### src/rtl/core/smq_pkg.sv
package smq_pkg;

   localparam int NUM_SLOTS_DEF   = 16;
   localparam int NUM_QUEUES_DEF  = 4;
   localparam int DATA_WIDTH_DEF  = 32;

   localparam int VALUE_WIDTH     = 32;
   localparam int QID_WIDTH       = 2;
   localparam int STATUS_WIDTH    = 2;
   localparam int REQ_TDATA_WIDTH = 40;
   localparam int RSP_TDATA_WIDTH = 32;

   localparam int FIFO_DEPTH      = 2;
   localparam int MAX_OUTSTANDING = 4;

   typedef enum logic [0:0] {
      MODE_ENQ = 1'b0,
      MODE_DEQ = 1'b1
   } mode_type;

   typedef enum logic [STATUS_WIDTH-1:0] {
      STATUS_OK        = 2'd0,
      STATUS_OVERFLOW  = 2'd1,
      STATUS_UNDERFLOW = 2'd2
   } status_type;

   typedef struct packed {
      mode_type               mode;
      logic                   qid_ok;
      logic [QID_WIDTH-1:0]   queue_id;
      logic [VALUE_WIDTH-1:0] value;
   } op_type;

endpackage

### src/rtl/core/shared_buffer_multi_queue.sv
// an item passes the fifo, the back end's op register, then the result register
// the back end takes one item at a time: it reads then updates the slot link table
// a two-entry queue between front and back lets req_ take items while a result waits
// reset: synchronous, active high; all queues empty and every slot free at once,
// no clearing pass since never-used slots are handed out by a fill counter
module shared_buffer_multi_queue #(
   parameter int NUM_SLOTS  = smq_pkg::NUM_SLOTS_DEF,
   parameter int NUM_QUEUES = smq_pkg::NUM_QUEUES_DEF,
   parameter int DATA_WIDTH = smq_pkg::DATA_WIDTH_DEF
) (
   input  logic                                clock,
   input  logic                                reset,
   input  logic                                req_tvalid,
   output logic                                req_tready,
   // queue_id [1:0], value [33:2], zero [39:34]
   input  logic [smq_pkg::REQ_TDATA_WIDTH-1:0] req_tdata,
   // mode [0]
   input  logic                                req_tuser,
   output logic                                rsp_tvalid,
   input  logic                                rsp_tready,
   // data_out [31:0]
   output logic [smq_pkg::RSP_TDATA_WIDTH-1:0] rsp_tdata,
   // status [1:0]
   output logic [smq_pkg::STATUS_WIDTH-1:0]    rsp_tuser
);
   import smq_pkg::*;

   logic   fifo_full, push, pop_valid, pop;
   op_type push_op, pop_op;

   smq_front #(
      .NUM_QUEUES (NUM_QUEUES)
   ) u_front (
      .req_tvalid (req_tvalid),
      .req_tready (req_tready),
      .req_tdata  (req_tdata),
      .req_tuser  (req_tuser),
      .fifo_full  (fifo_full),
      .push       (push),
      .push_op    (push_op)
   );

   smq_fifo u_fifo (
      .clock     (clock),
      .reset     (reset),
      .push      (push),
      .push_op   (push_op),
      .full      (fifo_full),
      .pop_valid (pop_valid),
      .pop       (pop),
      .pop_op    (pop_op)
   );

   smq_back #(
      .NUM_SLOTS  (NUM_SLOTS),
      .NUM_QUEUES (NUM_QUEUES),
      .DATA_WIDTH (DATA_WIDTH)
   ) u_back (
      .clock      (clock),
      .reset      (reset),
      .pop_valid  (pop_valid),
      .pop        (pop),
      .pop_op     (pop_op),
      .rsp_tvalid (rsp_tvalid),
      .rsp_tready (rsp_tready),
      .rsp_tdata  (rsp_tdata),
      .rsp_tuser  (rsp_tuser)
   );

endmodule

### src/rtl/core/smq_front.sv
module smq_front #(
   parameter int NUM_QUEUES = smq_pkg::NUM_QUEUES_DEF
) (
   input  logic                                req_tvalid,
   output logic                                req_tready,
   input  logic [smq_pkg::REQ_TDATA_WIDTH-1:0] req_tdata,
   input  logic                                req_tuser,
   input  logic                                fifo_full,
   output logic                                push,
   output smq_pkg::op_type                     push_op
);
   import smq_pkg::*;

   logic [QID_WIDTH-1:0] queue_id;

   assign queue_id   = req_tdata[QID_WIDTH-1:0];
   assign req_tready = !fifo_full;
   assign push       = req_tvalid && !fifo_full;

   // classify: operation kind and whether the queue number exists
   always_comb begin
      push_op          = '0;
      push_op.mode     = mode_type'(req_tuser);
      push_op.queue_id = queue_id;
      push_op.qid_ok   = int'(queue_id) < NUM_QUEUES;
      push_op.value    = req_tdata[QID_WIDTH +: VALUE_WIDTH];
   end

endmodule

### src/rtl/core/smq_fifo.sv
module smq_fifo (
   input  logic            clock,
   input  logic            reset,
   input  logic            push,
   input  smq_pkg::op_type push_op,
   output logic            full,
   output logic            pop_valid,
   input  logic            pop,
   output smq_pkg::op_type pop_op
);
   import smq_pkg::*;

   localparam int PTR_W = (FIFO_DEPTH > 1) ? $clog2(FIFO_DEPTH) : 1;
   localparam int CNT_W = $clog2(FIFO_DEPTH + 1);

   op_type           mem_ff [FIFO_DEPTH];
   logic [PTR_W-1:0] wr_ptr_ff, wr_ptr_in;
   logic [PTR_W-1:0] rd_ptr_ff, rd_ptr_in;
   logic [CNT_W-1:0] count_ff, count_in;
   logic             do_push, do_pop;

   assign full      = count_ff == CNT_W'(FIFO_DEPTH);
   assign pop_valid = count_ff != '0;
   assign pop_op    = mem_ff[rd_ptr_ff];
   assign do_push   = push && !full;
   assign do_pop    = pop && pop_valid;

   always_comb begin
      wr_ptr_in = wr_ptr_ff;
      rd_ptr_in = rd_ptr_ff;
      count_in  = count_ff;
      if (do_push) begin
         wr_ptr_in = (wr_ptr_ff == PTR_W'(FIFO_DEPTH - 1)) ? '0 : wr_ptr_ff + PTR_W'(1);
      end
      if (do_pop) begin
         rd_ptr_in = (rd_ptr_ff == PTR_W'(FIFO_DEPTH - 1)) ? '0 : rd_ptr_ff + PTR_W'(1);
      end
      if (do_push && !do_pop) begin
         count_in = count_ff + CNT_W'(1);
      end else if (do_pop && !do_push) begin
         count_in = count_ff - CNT_W'(1);
      end
   end

   always_ff @(posedge clock) begin
      if (reset) begin
         wr_ptr_ff <= '0;
         rd_ptr_ff <= '0;
         count_ff  <= '0;
      end else begin
         wr_ptr_ff <= wr_ptr_in;
         rd_ptr_ff <= rd_ptr_in;
         count_ff  <= count_in;
      end
   end

   always_ff @(posedge clock) begin
      if (do_push) begin
         mem_ff[wr_ptr_ff] <= push_op;
      end
   end

endmodule

### src/rtl/core/smq_back.sv
module smq_back #(
   parameter int NUM_SLOTS  = smq_pkg::NUM_SLOTS_DEF,
   parameter int NUM_QUEUES = smq_pkg::NUM_QUEUES_DEF,
   parameter int DATA_WIDTH = smq_pkg::DATA_WIDTH_DEF
) (
   input  logic                                clock,
   input  logic                                reset,
   input  logic                                pop_valid,
   output logic                                pop,
   input  smq_pkg::op_type                     pop_op,
   output logic                                rsp_tvalid,
   input  logic                                rsp_tready,
   output logic [smq_pkg::RSP_TDATA_WIDTH-1:0] rsp_tdata,
   output logic [smq_pkg::STATUS_WIDTH-1:0]    rsp_tuser
);
   import smq_pkg::*;

   localparam int SLOT_W  = $clog2(NUM_SLOTS);
   localparam int PTR_W   = $clog2(NUM_SLOTS + 1);
   localparam int QUEUE_W = (NUM_QUEUES > 1) ? $clog2(NUM_QUEUES) : 1;
   localparam logic [PTR_W-1:0] NULL_PTR = PTR_W'(NUM_SLOTS);

   typedef enum logic [1:0] {
      BK_IDLE = 2'b01,
      BK_DONE = 2'b10
   } bk_state_type;

   // slot store and link table
   logic [DATA_WIDTH-1:0] data_mem [NUM_SLOTS];
   logic [PTR_W-1:0]      next_mem [NUM_SLOTS];
   logic [DATA_WIDTH-1:0] rd_data_ff;
   logic [PTR_W-1:0]      rd_next_ff;

   // per-queue pointers
   logic [NUM_QUEUES-1:0] nonempty_ff, nonempty_in;
   logic [SLOT_W-1:0]     head_ff [NUM_QUEUES];
   logic [SLOT_W-1:0]     tail_ff [NUM_QUEUES];

   // recycled slots plus a count of never-used slots
   logic [PTR_W-1:0] free_head_ff, free_head_in;
   logic [PTR_W-1:0] fill_ff, fill_in;

   bk_state_type state_ff, state_in;

   op_type            op_ff;
   logic [QUEUE_W-1:0] q_ff;
   logic [SLOT_W-1:0]  slot_ff;
   logic               from_list_ff;
   status_type         status_ff;

   logic                       rsp_valid_ff, rsp_valid_in;
   status_type                 rsp_status_ff;
   logic [RSP_TDATA_WIDTH-1:0] rsp_data_ff;

   logic                  issue, finish, out_free, ok_done;
   logic [QUEUE_W-1:0]    q_sel;
   logic                  q_nonempty;
   logic                  from_list, fill_ok;
   logic [SLOT_W-1:0]     slot_sel;
   status_type            status_sel;
   logic [SLOT_W-1:0]     rd_addr;
   logic                  data_we;
   logic [DATA_WIDTH-1:0] data_wval;
   logic                  next_we;
   logic [SLOT_W-1:0]     next_waddr;
   logic [PTR_W-1:0]      next_wval;
   logic signed [VALUE_WIDTH-1:0] value_s;

   assign out_free = !rsp_valid_ff || rsp_tready;
   assign issue    = (state_ff == BK_IDLE) && pop_valid;
   assign finish   = (state_ff == BK_DONE) && out_free;
   assign pop      = issue;
   assign ok_done  = status_ff == STATUS_OK;

   assign q_sel      = pop_op.qid_ok ? QUEUE_W'(pop_op.queue_id) : '0;
   assign q_nonempty = nonempty_ff[q_sel];
   assign from_list  = free_head_ff != NULL_PTR;
   assign fill_ok    = fill_ff != NULL_PTR;
   assign value_s    = $signed(pop_op.value);
   assign data_wval  = DATA_WIDTH'(value_s);

   // on issue: pick slot, decide status, start the table access
   always_comb begin
      slot_sel   = head_ff[q_sel];
      rd_addr    = head_ff[q_sel];
      status_sel = STATUS_OK;
      if (pop_op.mode == MODE_ENQ) begin
         slot_sel = from_list ? SLOT_W'(free_head_ff) : SLOT_W'(fill_ff);
         rd_addr  = SLOT_W'(free_head_ff);
         if (!pop_op.qid_ok || (!from_list && !fill_ok)) begin
            status_sel = STATUS_OVERFLOW;
         end
      end else begin
         if (!pop_op.qid_ok || !q_nonempty) begin
            status_sel = STATUS_UNDERFLOW;
         end
      end
   end

   assign data_we = issue && (pop_op.mode == MODE_ENQ) && (status_sel == STATUS_OK);

   always_comb begin
      next_we    = 1'b0;
      next_waddr = tail_ff[q_sel];
      next_wval  = PTR_W'(slot_sel);
      if (data_we && q_nonempty) begin
         next_we = 1'b1;
      end
      if (finish && ok_done && (op_ff.mode == MODE_DEQ)) begin
         next_we    = 1'b1;
         next_waddr = slot_ff;
         next_wval  = free_head_ff;
      end
   end

   always_ff @(posedge clock) begin
      if (data_we) begin
         data_mem[slot_sel] <= data_wval;
      end
      if (next_we) begin
         next_mem[next_waddr] <= next_wval;
      end
      if (issue) begin
         rd_data_ff <= data_mem[rd_addr];
         rd_next_ff <= next_mem[rd_addr];
      end
   end

   // on finish, once the output is free: commit pointer updates and load the result
   always_comb begin
      state_in     = state_ff;
      nonempty_in  = nonempty_ff;
      free_head_in = free_head_ff;
      fill_in      = fill_ff;
      rsp_valid_in = rsp_valid_ff && !rsp_tready;
      unique case (state_ff)
         BK_IDLE: begin
            if (issue) begin
               state_in = BK_DONE;
            end
         end
         BK_DONE: begin
            if (finish) begin
               state_in     = BK_IDLE;
               rsp_valid_in = 1'b1;
               if (ok_done && (op_ff.mode == MODE_ENQ)) begin
                  nonempty_in[q_ff] = 1'b1;
                  if (from_list_ff) begin
                     free_head_in = rd_next_ff;
                  end else begin
                     fill_in = fill_ff + PTR_W'(1);
                  end
               end else if (ok_done) begin
                  if (head_ff[q_ff] == tail_ff[q_ff]) begin
                     nonempty_in[q_ff] = 1'b0;
                  end
                  free_head_in = PTR_W'(slot_ff);
               end
            end
         end
         default: begin
            state_in = BK_IDLE;
         end
      endcase
   end

   always_ff @(posedge clock) begin
      if (reset) begin
         state_ff     <= BK_IDLE;
         nonempty_ff  <= '0;
         free_head_ff <= NULL_PTR;
         fill_ff      <= '0;
         rsp_valid_ff <= 1'b0;
      end else begin
         state_ff     <= state_in;
         nonempty_ff  <= nonempty_in;
         free_head_ff <= free_head_in;
         fill_ff      <= fill_in;
         rsp_valid_ff <= rsp_valid_in;
      end
   end

   always_ff @(posedge clock) begin
      if (issue) begin
         op_ff        <= pop_op;
         q_ff         <= q_sel;
         slot_ff      <= slot_sel;
         from_list_ff <= from_list;
         status_ff    <= status_sel;
      end
      if (finish && ok_done) begin
         if (op_ff.mode == MODE_ENQ) begin
            tail_ff[q_ff] <= slot_ff;
            if (!nonempty_ff[q_ff]) begin
               head_ff[q_ff] <= slot_ff;
            end
         end else if (head_ff[q_ff] != tail_ff[q_ff]) begin
            head_ff[q_ff] <= SLOT_W'(rd_next_ff);
         end
      end
      if (finish) begin
         rsp_status_ff <= status_ff;
         rsp_data_ff   <= (ok_done && (op_ff.mode == MODE_DEQ)) ?
                          RSP_TDATA_WIDTH'(rd_data_ff) : '0;
      end
   end

   assign rsp_tvalid = rsp_valid_ff;
   assign rsp_tdata  = rsp_data_ff;
   assign rsp_tuser  = rsp_status_ff;

endmodule

### config.mk
export PLATFORM = sky130hd
export DESIGN_NAME = shared_buffer_multi_queue
export DESIGN_NICKNAME = d
export VERILOG_FILES = /design/src/rtl/core/smq_pkg.sv /design/src/rtl/core/shared_buffer_multi_queue.sv /design/src/rtl/core/smq_front.sv /design/src/rtl/core/smq_fifo.sv /design/src/rtl/core/smq_back.sv
export SDC_FILE = /design/constraint.sdc
export NUM_CORES = 1
export LEC_CHECK = 0
export ABC_AREA = 1
export BUFFER_PORTS_ARGS = -buffer_cell sky130_fd_sc_hd__buf_4
export CAP_MARGIN = 20
export CORE_AREA = 2 2 264 266
export CTS_CLUSTER_SIZE = 14
export DETAILED_ROUTE_END_ITERATION = 12
export DIE_AREA = 0 0 266 268
export GPL_TIMING_DRIVEN = 0
export PLACE_DENSITY = 0.68
export SYNTH_ARGS = -nofsm -noshare
export SYNTH_HDL_FRONTEND = slang
export SYNTH_SLANG_ARGS = --single-unit
### constraint.sdc
create_clock -name clock -period 6.2 [get_ports clock]
set_input_delay 1.24 -clock clock [delete_from_list [all_inputs] [get_ports clock]]
set_output_delay 1.24 -clock clock [all_outputs]
set_load 0.02 [all_outputs]
**Yosys cells after proc, flatten, opt, wreduce, memory -nomap -nowiden**

Memory sizes are Yosys's and may differ from the RTL's. A register that Yosys moved wholly into a read port is not among the register bits.
Index checks and enable logic that the tools add are counted.
Widths: inputs -> output; s select.

- Register bits: 65
- Bits in writable memories: 694
- Input port bits: 45
- Output and inout bits: 36
- Word-level logic and storage cells: 138
- Memories: 5

Memory list:

| memory | words | width | read ports | clocked after Yosys merged registers in | wr ports | RTL line | source |
|---|---|---|---|---|---|---|---|
| u_back.data_mem | 16 | 32 | 1 | 1 | 1 | smq_back.sv:29 | `logic [DATA_WIDTH-1:0] data_mem [NUM_SLOTS];` |
| u_back.next_mem | 16 | 5 | 1 | 1 | 1 | smq_back.sv:30 | `logic [PTR_W-1:0] next_mem [NUM_SLOTS];` |
| u_fifo.mem_ff | 2 | 35 | 1 | 1 | 1 | smq_fifo.sv:16 | `op_type mem_ff [FIFO_DEPTH];` |
| u_back.head_ff | 4 | 4 | 2 | 1 | 1 | smq_back.sv:36 | `logic [SLOT_W-1:0] head_ff [NUM_QUEUES];` |
| u_back.tail_ff | 4 | 4 | 2 | 1 | 1 | smq_back.sv:37 | `logic [SLOT_W-1:0] tail_ff [NUM_QUEUES];` |

- Add/subtract/negate cells: 5
- Magnitude comparators: 3
- Equality and inequality tests: 10
- Multiplexer cells: 54
- Bitwise logic cells: 7
- Reductions and logical operators: 39

Operators with widths:

| kind | count |
|---|---|
| $mux 4 | 8 |
| $mux 1 | 29 |
| $mux 5 | 4 |
| $mux 2 | 9 |
| $logic_and 1x1->1 | 17 |
| $reduce_and 4->1 | 3 |
| $ne 5x5->1 const B | 2 |
| $logic_not 1->1 | 8 |
| $reduce_bool 2->1 | 4 |
| $lt 2x3->1 const B | 2 |
| $ne 2x1->1 const B | 3 |
| $add 5x1->5 const B | 1 |
| $and 4x4->4 | 1 |
| $bmux 1 s2 | 2 |
| $eq 2x2->1 const B | 2 |
| $eq 4x4->1 | 1 |
| $logic_not 2->1 | 2 |
| $ne 4x4->1 | 1 |
| $not 4->4 | 1 |
| $or 4x4->4 | 1 |
| $pmux 2 s2 | 1 |
| $logic_or 1x1->1 | 3 |
| $not 1->1 | 3 |
| $add 1x1->1 const B | 2 |
| other kinds (8) | 8 |

**Depth between registers and ports, before layout**

Gate-level depths: netlist (run 1).

- Depth in word-level cells: 14
- Gate-level depth with buffers: 16
- Depth with buffers taken out: 13

**Hierarchy**

Synthesis (run 1) repeated with hierarchy kept, for this count alone.

- Cell total of the unflattened synthesis: 3022
- Area total of the unflattened synthesis: 34445.5 um2

Modules (own cells, without submodules):

| module | times used | cells an instance | area each (um2) | seq. area each (um2) |
|---|---|---|---|---|
| smq_back | 1 | 2833 | 31162.4 | 21550.7 |
| smq_fifo | 1 | 149 | 2995.4 | 2262.2 |
| smq_front | 1 | 40 | 287.8 | 0.0 |

**Worst setup path after synthesis (run 1)**

OpenSTA, ideal clock, no wires.

- Path type: register to register
- Start: register u_fifo.count_ff[0]
- End: memory u_back.data_mem[14][0] (netlist bit) (enable)
- Library setup time: 0.461 ns
- Arrival: 6.019 ns
- Data required time: 5.739 ns
- Path slack: -0.280 ns
- Cell stages (with the launch flop): 7
- Path buffers: 0
- Period minus slack after synthesis: 6.480 ns
- Path through: dfxtp_1 inv_1 a21oi_1 o21ai_0 nor2_1 nand3_1 nor3_1

- Cells in the longest elaborated chain, start to end: 6

RTL lines:

| what | RTL line | source |
|---|---|---|
| from (decl) | smq_fifo.sv:19 | `logic [CNT_W-1:0] count_ff, count_in;` |
| from (signal assigned) | smq_fifo.sv:53 | `count_ff <= count_in;` |
| $reduce_bool 2->1 | smq_fifo.sv:23 | `assign pop_valid = count_ff != '0;` |
| $logic_and 1x1->1 | smq_back.sv:70 | `assign issue = (state_ff == BK_IDLE) && pop_valid;` |
| $logic_and 1x1->1 (2 in series) | smq_back.sv:100 | `assign data_we = issue && (pop_op.mode == MODE_ENQ) && (status_sel == STATUS_OK);` |
| $mux 1 | smq_back.sv:117 | `if (data_we) begin` |
| $mux 1 (not written as such) | smq_back.sv:118 | `data_mem[slot_sel] <= data_wval;` |
| to (decl) | smq_back.sv:29 |  |

No other way between the ends.

==> impl_summary.log, run 1 <==
INFO  metric status = complete, but fails checks
INFO  metric failed_checks = DRC
INFO  metric routed_wire_length_per_instance = 22.96 um
INFO  metric place.detailed.hpwl = 65620 um
INFO  metric post-synth-top-area-fraction = 68.34%
INFO  metric clock_power_share = 22.8%
INFO  metric clk_pin_slew_worst_paths = 60 ps
INFO  metric ys_dominant_reg_cell = edfxtp_1
INFO  metric globalRouteTotalUtil = 27.57%
INFO  metric synth_area = 34060 um2
INFO  metric violation_count_after_the_first_detailed_routing_iteration = 3374
INFO  metric gpl.final_weighted_congestion = 0.9287
INFO  metric min-delay-path-class = register to register
INFO  metric synth_fp_nets = 3155
INFO  metric critPathRequiredTime = 6520 ps
INFO  metric timing_worst_slew_pin_value = 1087 ps
INFO  metric timing.fmax = 252.2 MHz
INFO  metric path_class = register to register
INFO  metric clk_path_buf_depth = 3
INFO  metric syn2layout_area_growth = 14.15%
INFO  metric clock_sink_count = 799
INFO  metric grt_pass1_vias = 22660
INFO  metric grt_max_degree = 29
INFO  metric drt_pre_antenna_iters = 10
INFO  metric netlist_instances = 3107
INFO  metric overflow = 0
INFO  metric synth-seq-cells = 799
INFO  metric number_of_distinct_library_cell_variants_in_the_gate_level_netlist_after_synthesis = 33
INFO  metric routed_wl = 97520 um
INFO  metric synth_edf_count = 775
INFO  metric cts_htree_levels = 3
INFO  metric rsz0062_at_grt = false
INFO  metric dieWidth = 266 um
INFO  metric synth_top_area_cell = edfxtp_1
INFO  metric vias = 23890
INFO  metric timing.final.crit_share = 63.95%
INFO  metric power-per-cell-area = 529.9 nW/um2
INFO  metric combinationalPowerShare = 41.1%
INFO  metric synth.avg_cell_area = 10.96 um2
INFO  metric ys_warn_count = 0
INFO  metric cts_buffers = 83
INFO  metric finalClockSkew = 26.86 ps
INFO  metric grt_antenna_before_repair = 0
INFO  metric total_leakage_power = 15.76 nW
INFO  metric start_util = 49.92%
INFO  metric drc = 1
INFO  metric timing.reg2reg.setup_slack = 2240 ps
INFO  metric synthArstFlopShare = 0%
INFO  metric first_pass_grt_wire_length = 142900 um
INFO  metric cts_tree = yes
INFO  metric start_kind = register
INFO  metric timing.final.setup_violations = 0
INFO  metric worst-endpoint-arrival = 4280 ps
INFO  metric finalHoldWorstSlack = 454.8 ps
INFO  metric layout.nets = 3347
INFO  metric fillCellCount = 5603
INFO  metric timing.slew.headroom = 27.27%
INFO  metric switching_share = 41.92%
INFO  metric max_cap_viol_count = 0
INFO  metric die_h = 268 um
INFO  metric period_needed = 3965 ps
INFO  metric postLayoutCoreUtil = 56.98%
INFO  metric drive_above_1_share = 11.00%
INFO  metric clock_tree.root_cell = clkbuf_16
INFO  metric insertedDiodeCount = 0
INFO  metric detail_route.vias_per_cell = 5.625
INFO  metric num_rows = 96
INFO  metric floorplan.io_pins = 81
INFO  metric timing.final.max_slew_violations = 0
INFO  metric die_area = 71290 um2
INFO  metric synth.top_cells.by_area = edfxtp_1 68%, nand3_1 10%, nand2_1 7.5%
INFO  metric worst_skew_pair.late_latency = 640 ps
INFO  metric vdd.ir_drop.worst = 0.0003837 V
INFO  metric fin_total_pwr = 20.60 mW
INFO  metric post-cts-setup-buffer-count = 0
INFO  metric post_cts.resized_instances = 0
INFO  metric finalHoldViolCount = 0
INFO  metric critPathMaxFanout = 17
INFO  metric p_sw = 8.637 mW
INFO  metric ctsHoldBuffers = 0
INFO  metric core = 68230 um2
INFO  metric drt.antenna.violating_nets = 0
INFO  metric cp-end-kind = register
INFO  metric synth_seq_area_share = 69.75%
INFO  metric p_seq_share = 36.1%
INFO  metric numPortBuffers = 74
INFO  metric internal_power = 11.96 mW
INFO  metric holdCritStartpoint = u_fifo.rd_ptr_ff$_SDFFE_PP0P_
==> sequential cells by signal (all words and copies together), names as in the netlist, 2 cells and up, named ones only <==
name                 count
u_back.rsp_tuser         2
u_back.state_ff          2
u_back.status_ff         2
u_fifo.count_ff          2
u_fifo.mem_ff           70
u_back.free_head_ff      5
u_back.rsp_tdata        32
u_back.data_mem        512
u_back.rd_next_ff        5
u_back.rd_data_ff       32
u_back.fill_ff           5
u_back.q_ff              2
u_back.slot_ff           4
u_back.tail_ff          16
u_back.head_ff          16
u_back.next_mem         80
==> cells in the final DEF, fill, tap and decap left out, types with 14 or more instances in the layout <==
| cell | Yosys | layout |
|---|---|---|
| edfxtp_1 | 775 | 775 |
| nand3_1 | 698 | 698 |
| nand2_1 | 682 | 682 |
| inv_1 | 462 | 461 |
| buf_4 | 33 | 109 |
| clkbuf_16 | 0 | 87 |
| nor2_1 | 100 | 86 |
| buf_2 | 82 | 82 |
| nand3b_1 | 65 | 65 |
| clkbuf_1 | 33 | 55 |
| o21ai_0 | 44 | 40 |
| a21oi_1 | 30 | 29 |
| dfxtp_1 | 24 | 24 |
| buf_1 | 20 | 20 |
| clkinv_1 | 1 | 20 |
| clkinv_2 | 0 | 17 |
| buf_12 | 0 | 17 |
| buf_6 | 2 | 16 |
| nor2_4 | 0 | 14 |
==> synth_stat cells, drive strengths merged, types with 2 or more instances <==
cell    instances
o21ai          48
ha              3
edfxtp        775
dfxtp          24
o22ai           2
a21oi          30
nand2         690
nand3         698
nor2          100
buf           137
inv           467
o211ai          3
nand3b         65
clkbuf         33
xor2            2
a31oi           5
nor3            6
xnor2           6
nand4           9
==> power by group through the flow <==
stage	clock network [mW]	registers (mW)	logic (mW)
5_1_grt	4.92	7.49	9.03
2_1_floorplan	0	7.53	4.77
4_1_cts	4.72	7.44	8.26
3_3_place_gp	0	7.60	7.89
3_5_place_dp	0	7.55	8.23
6_report	4.70	7.44	8.46
==> worst max-delay path, cell delays in order (launching register included) <==
cell and delay, ps:
dfxtp_1 330, inv_2 290, nand2_1 160, nand2_2 230
nand2_1 80, nand3_1 70, nand3_1 200, nand2_2 270
buf_2 420, nand2_2 200, inv_1 190, nand3_1 270
nor2_4 650, buf_12 260
==> path summary, 6_finish.rpt <==
kind,endpoint,cells past startpoint
max,u_back.data_mem[8][20]$_DFFE_PP_,13
min,u_fifo.rd_ptr_ff$_SDFFE_PP0P_,1
max reg2reg,u_back.data_mem[8][20]$_DFFE_PP_,13
min reg2reg,u_fifo.rd_ptr_ff$_SDFFE_PP0P_,1
==> through the flow <==
step | TNS (ps) | instances | instance area (um2) | worst slack (ps)
finish | 0 | 4247 | 38870 | 2235
global route | 0 | 4247 | 38870 | 2134
CTS | 0 | 4247 | 38870 | 2307
detailed placement | 0 | 4096 | 36360 | 2258
global placement | -993240 | 4063 | 35720 | -3197
floorplan | 0 | 3107 | 34060 | 852.2
==> area by class of cell <==
cell class,instances,area [um2],area share [%]
multi-input combinational,1670,7802,20.07
clock buffer,109,2260,5.813
buffer,170,879.6,2.263
timing repair buffer,107,1069,2.749
sequential,799,23750,61.10
tap,882,1104,2.839
inverter,468,1757,4.519
clock inverter,42,251.5,0.6469
==> routing by layer <==
metal | part of all wire [%] | global-route usage (%) | vias up
met3 | 11 | 5.168 | 239
met2 | 47 | 44.51 | 1441
met1 | 38 | 36.80 | 11350
met5 | 0 | 0 | -
met4 | 4.0 | 12.01 | 0
li1 | - | - | 10860
==> kinds of logic (layout without fill, tap and decap cells) <==
| group | after synthesis | in the layout | synth area share, % |
|---|---|---|---|
| fa+ha+maj | 3 | 3 | 0.1102 |
| simple gates | 1569 | 1569 | 20.74 |
| xor+xnor | 8 | 8 | 0.2058 |
| flops | 799 | 799 | 69.75 |
| buf+inv | 638 | 896 | 7.741 |
| compound gates | 90 | 90 | 1.451 |
Power figures use the tool's default switching activity.
==> run 2: changes to the inputs <==
==> constraint.sdc (replaced) <==
create_clock -name clock -period 3.6 [get_ports clock]
set_input_delay 0.72 -clock clock [delete_from_list [all_inputs] [get_ports clock]]
set_output_delay 0.72 -clock clock [all_outputs]
set_load 0.02 [all_outputs]
==> run 2 against run 1 <==
  * The flow now finishes without violations
  * Worst setup slack got worse by 2200 ps
  * Register-to-register slack worse by 2200 ps
  * Clock power rose by 68%
  * First-iteration DRC count down 13%
  * Non-clock buffer count grew 22
  * Utilization up 0.49 points
  * Sequential cell count unchanged
  * Wire length rose by 0.75%
  * Critical path type unchanged
==> impl_summary.log, run 2 (same netlist as run 1, synthesis figures left out) <==
INFO  metric instances_no_fill = 4263 (+0.38%)
INFO  metric total_leakage_power = 15.89 nW (+0.87%)
INFO  metric vdd.ir_drop.worst = 0.0006909 V (+80%)
INFO  metric timing.critical_path.slowest_stage_cell = nand3_1
INFO  metric cts_tree = yes
INFO  metric first_pass_grt_wire_length = 142500 um (-0.27%)
INFO  metric clk_path_buf_depth = 3 (unchanged)
INFO  metric timing.final.setup_violations = 0 (unchanged)
INFO  metric drive_above_1_share = 11.69% (+0.69 points)
INFO  metric critPathMaxFanout = 16 (-1)
INFO  metric critical-path-top-delay-family = simple AND/OR/NAND/NOR gates
INFO  metric grt_pass1_vias = 22560 (-0.43%)
INFO  metric numPortBuffers = 74 (unchanged)
INFO  metric most_frequent_cells_in_the_layout = 775 x edfxtp_1, 696 x nand3_1, 681 x nand2_1
INFO  metric ctsHoldBuffers = 0 (unchanged)
INFO  metric routed_wl = 98250 um (+0.75%)
INFO  metric drt_pre_antenna_iters = 6 (-4)
INFO  metric drt.antenna.violating_nets = 0 (unchanged)
INFO  metric post-place-cells = 4092 (-0.098%)
INFO  metric most_common_cell_after_layout_fill_and_taps_aside = edfxtp_1
INFO  metric period_needed = 3530 ps (-434.3 ps)
INFO  metric start_util = 49.92% (unchanged)
INFO  metric critPathRequiredTime = 3930 ps (-2590 ps)
INFO  metric clock_sink_count = 799 (unchanged)
INFO  metric detail_route.vias_per_cell = 5.624 (about the same)
INFO  metric drc = 0 (-1)
INFO  metric overflow = 0 (unchanged)
INFO  metric worstPathBufferInverterCount = 5 (+1)
INFO  metric gpl.final_weighted_congestion = 0.9269 (-0.19%)
INFO  metric cp-end-kind = register
INFO  metric status = completed
INFO  metric floorplan.io_pins = 81 (unchanged)
INFO  metric power-per-cell-area = 902.6 nW/um2 (+70%)
INFO  metric worst-endpoint-arrival = 3860 ps (-420 ps)
INFO  metric start_kind = register
INFO  metric violation_count_after_the_first_detailed_routing_iteration = 2952 (-13%)
INFO  metric worst_skew_pair.late_latency = 640 ps (about the same)
INFO  metric finalClockSkew = 24.05 ps (-2.808 ps)
INFO  metric dieWidth = 266 um (unchanged)
INFO  metric critical_path.max_stage_delay = 400 ps (-250 ps)
INFO  metric clk_pin_slew_worst_paths = 60 ps (about the same)
INFO  metric min-delay-path-class = input port to register
INFO  metric largest_register_ff_count = 512 (unchanged)
INFO  metric max_cap_viol_count = 0 (unchanged)
INFO  metric die_area = 71290 um2 (unchanged)
INFO  metric finalHoldViolCount = 0 (unchanged)
INFO  metric syn2layout_area_growth = 15.14%
INFO  metric vias = 23980 (+0.36%)
INFO  metric reg.largest.list = u_back.data_mem x512, u_back.next_mem x80, u_fifo.mem_ff x70
INFO  metric routed_wire_length_per_instance = 23.05 um (+0.37%)
INFO  metric place.detailed.hpwl = 65720 um (+0.16%)
INFO  metric num_rows = 96 (unchanged)
INFO  metric cts_htree_levels = 3 (unchanged)
INFO  metric fillCellCount = 5510 (-1.7%)
INFO  metric timing_worst_slew_pin_value = 1095 ps (+7.922 ps)
INFO  metric clock_tree.root_cell = clkbuf_16
INFO  metric cells_along_the_critical_path = buf_4 > nand2_1 > o21ai_1 > buf_4 > o211ai_1 > nand3_1 > o21ai_2 > buf_6 > nand2_2 > nand3_1 > nor3_4 > buf_12 > buf_8
INFO  metric fin_total_pwr = 35.39 mW (+72%)
INFO  metric timing.final.crit_share = 98.07% (+34 points)
INFO  metric cts_buffers = 83 (unchanged)
INFO  metric grt_max_degree = 29 (unchanged)
INFO  metric path_class = register to register
INFO  metric timing.slew.headroom = 27.01% (-0.26 points)
INFO  metric die_h = 268 um (unchanged)
INFO  metric max_flop_register = u_back.data_mem
INFO  metric layout.nets = 3369 (+0.66%)
INFO  metric core = 68230 um2 (unchanged)
INFO  metric timing.final.max_slew_violations = 0 (unchanged)
INFO  metric globalRouteTotalUtil = 27.56% (about the same)
INFO  metric timing.fmax = 283.3 MHz (+12%)
INFO  metric grt_antenna_before_repair = 1 (+1)
==> run 2: cell types whose count changed in the layout (fill, tap and decap cells not counted), sizes merged <==
cell      previous run  this run
diode                0         1
inv                469       471
clkbuf             142       140
bufinv               2         1
clkinv              37        30
buf                244       266
clkinvlp             2         3
==> run 2: final cells by class <==
| cell class | count | area (um2) | area share [%] |
|---|---|---|---|
| well taps | 882 | 1104 | 2.814 |
| clock inverters | 37 | 226.5 | 0.5776 |
| repair buffers | 129 | 1419 | 3.618 |
| plain buffers | 170 | 888.4 | 2.266 |
| inverters | 468 | 1763 | 4.496 |
| clock buffers | 107 | 2198 | 5.606 |
| flip-flops and latches | 799 | 23750 | 60.58 |
| diodes | 1 | 2.502 | 0.006382 |
| multi-input cells | 1670 | 7858 | 20.04 |
==> run 2: layer usage <==
| layer | global-route usage, % | routed length (um) | vias to the layer above |
|---|---|---|---|
| met4 | 11.39 | 3785 | 2 |
| met1 | 36.09 | 36980 | 11360 |
| met3 | 6.570 | 11510 | 246 |
| li1 | - | - | 10890 |
| met5 | 0 | 13 | - |
| met2 | 44.47 | 45950 | 1475 |
==> run 2: worst paths after layout <==
check                                              startpoint                                end  slack (ps)  depth (start not counted)
worst max-delay path                                 register  u_back.data_mem[13][11]$_DFFE_PP_          70                         13
worst min-delay path                             req_tdata[7]      u_fifo.mem_ff[0][5]$_DFFE_PP_         260                          1
worst max register to register                       register  u_back.data_mem[13][11]$_DFFE_PP_          70                         13
worst min register to register  u_fifo.rd_ptr_ff$_SDFFE_PP0P_      u_fifo.rd_ptr_ff$_SDFFE_PP0P_         450                          1
==> run 2: through the flow <==
step                util, %  setup TNS [ps]  worst slack (ps)  instance area, um2  hold slack (ps)
floorplan                 -          -93250            -196.2               34090            425.5
global placement      52.39        -1520820             -3055               35750            436.4
detailed placement    53.42          -78150            -527.4               36440            447.5
CTS                   57.25               0             24.43               39060            239.7
global route          57.47          -277.4            -23.29               39210            251.9
finish                57.47               0             69.55               39210            264.9
==> run 2: worst reg2reg max path, cell delays in order, from the launching register on <==
cell	delay [ps]
dfxtp_1	390
buf_4	270
nand2_1	70
o21ai_1	170
buf_4	250
o211ai_1	120
nand3_1	200
o21ai_2	220
buf_6	250
nand2_2	120
nand3_1	400
nor3_4	370
buf_12	170
buf_8	190
==> run 2: what timing repair did <==
| item | CTS | global route |
|---|---|---|
| setup buffers | 16 | 10 |
| pin swaps | 10 | 5 |
| gates resized for setup | 4 | 12 |
| setup endpoints to repair | 398 | 450 |
==> run 2: power breakdown <==
part	total, mW	switching [mW]	internal [mW]
Combinational	14.7	11.1	3.59
Sequential	12.8	0.287	12.5
Clock	7.88	3.51	4.37
Total	35.4	14.9	20.5
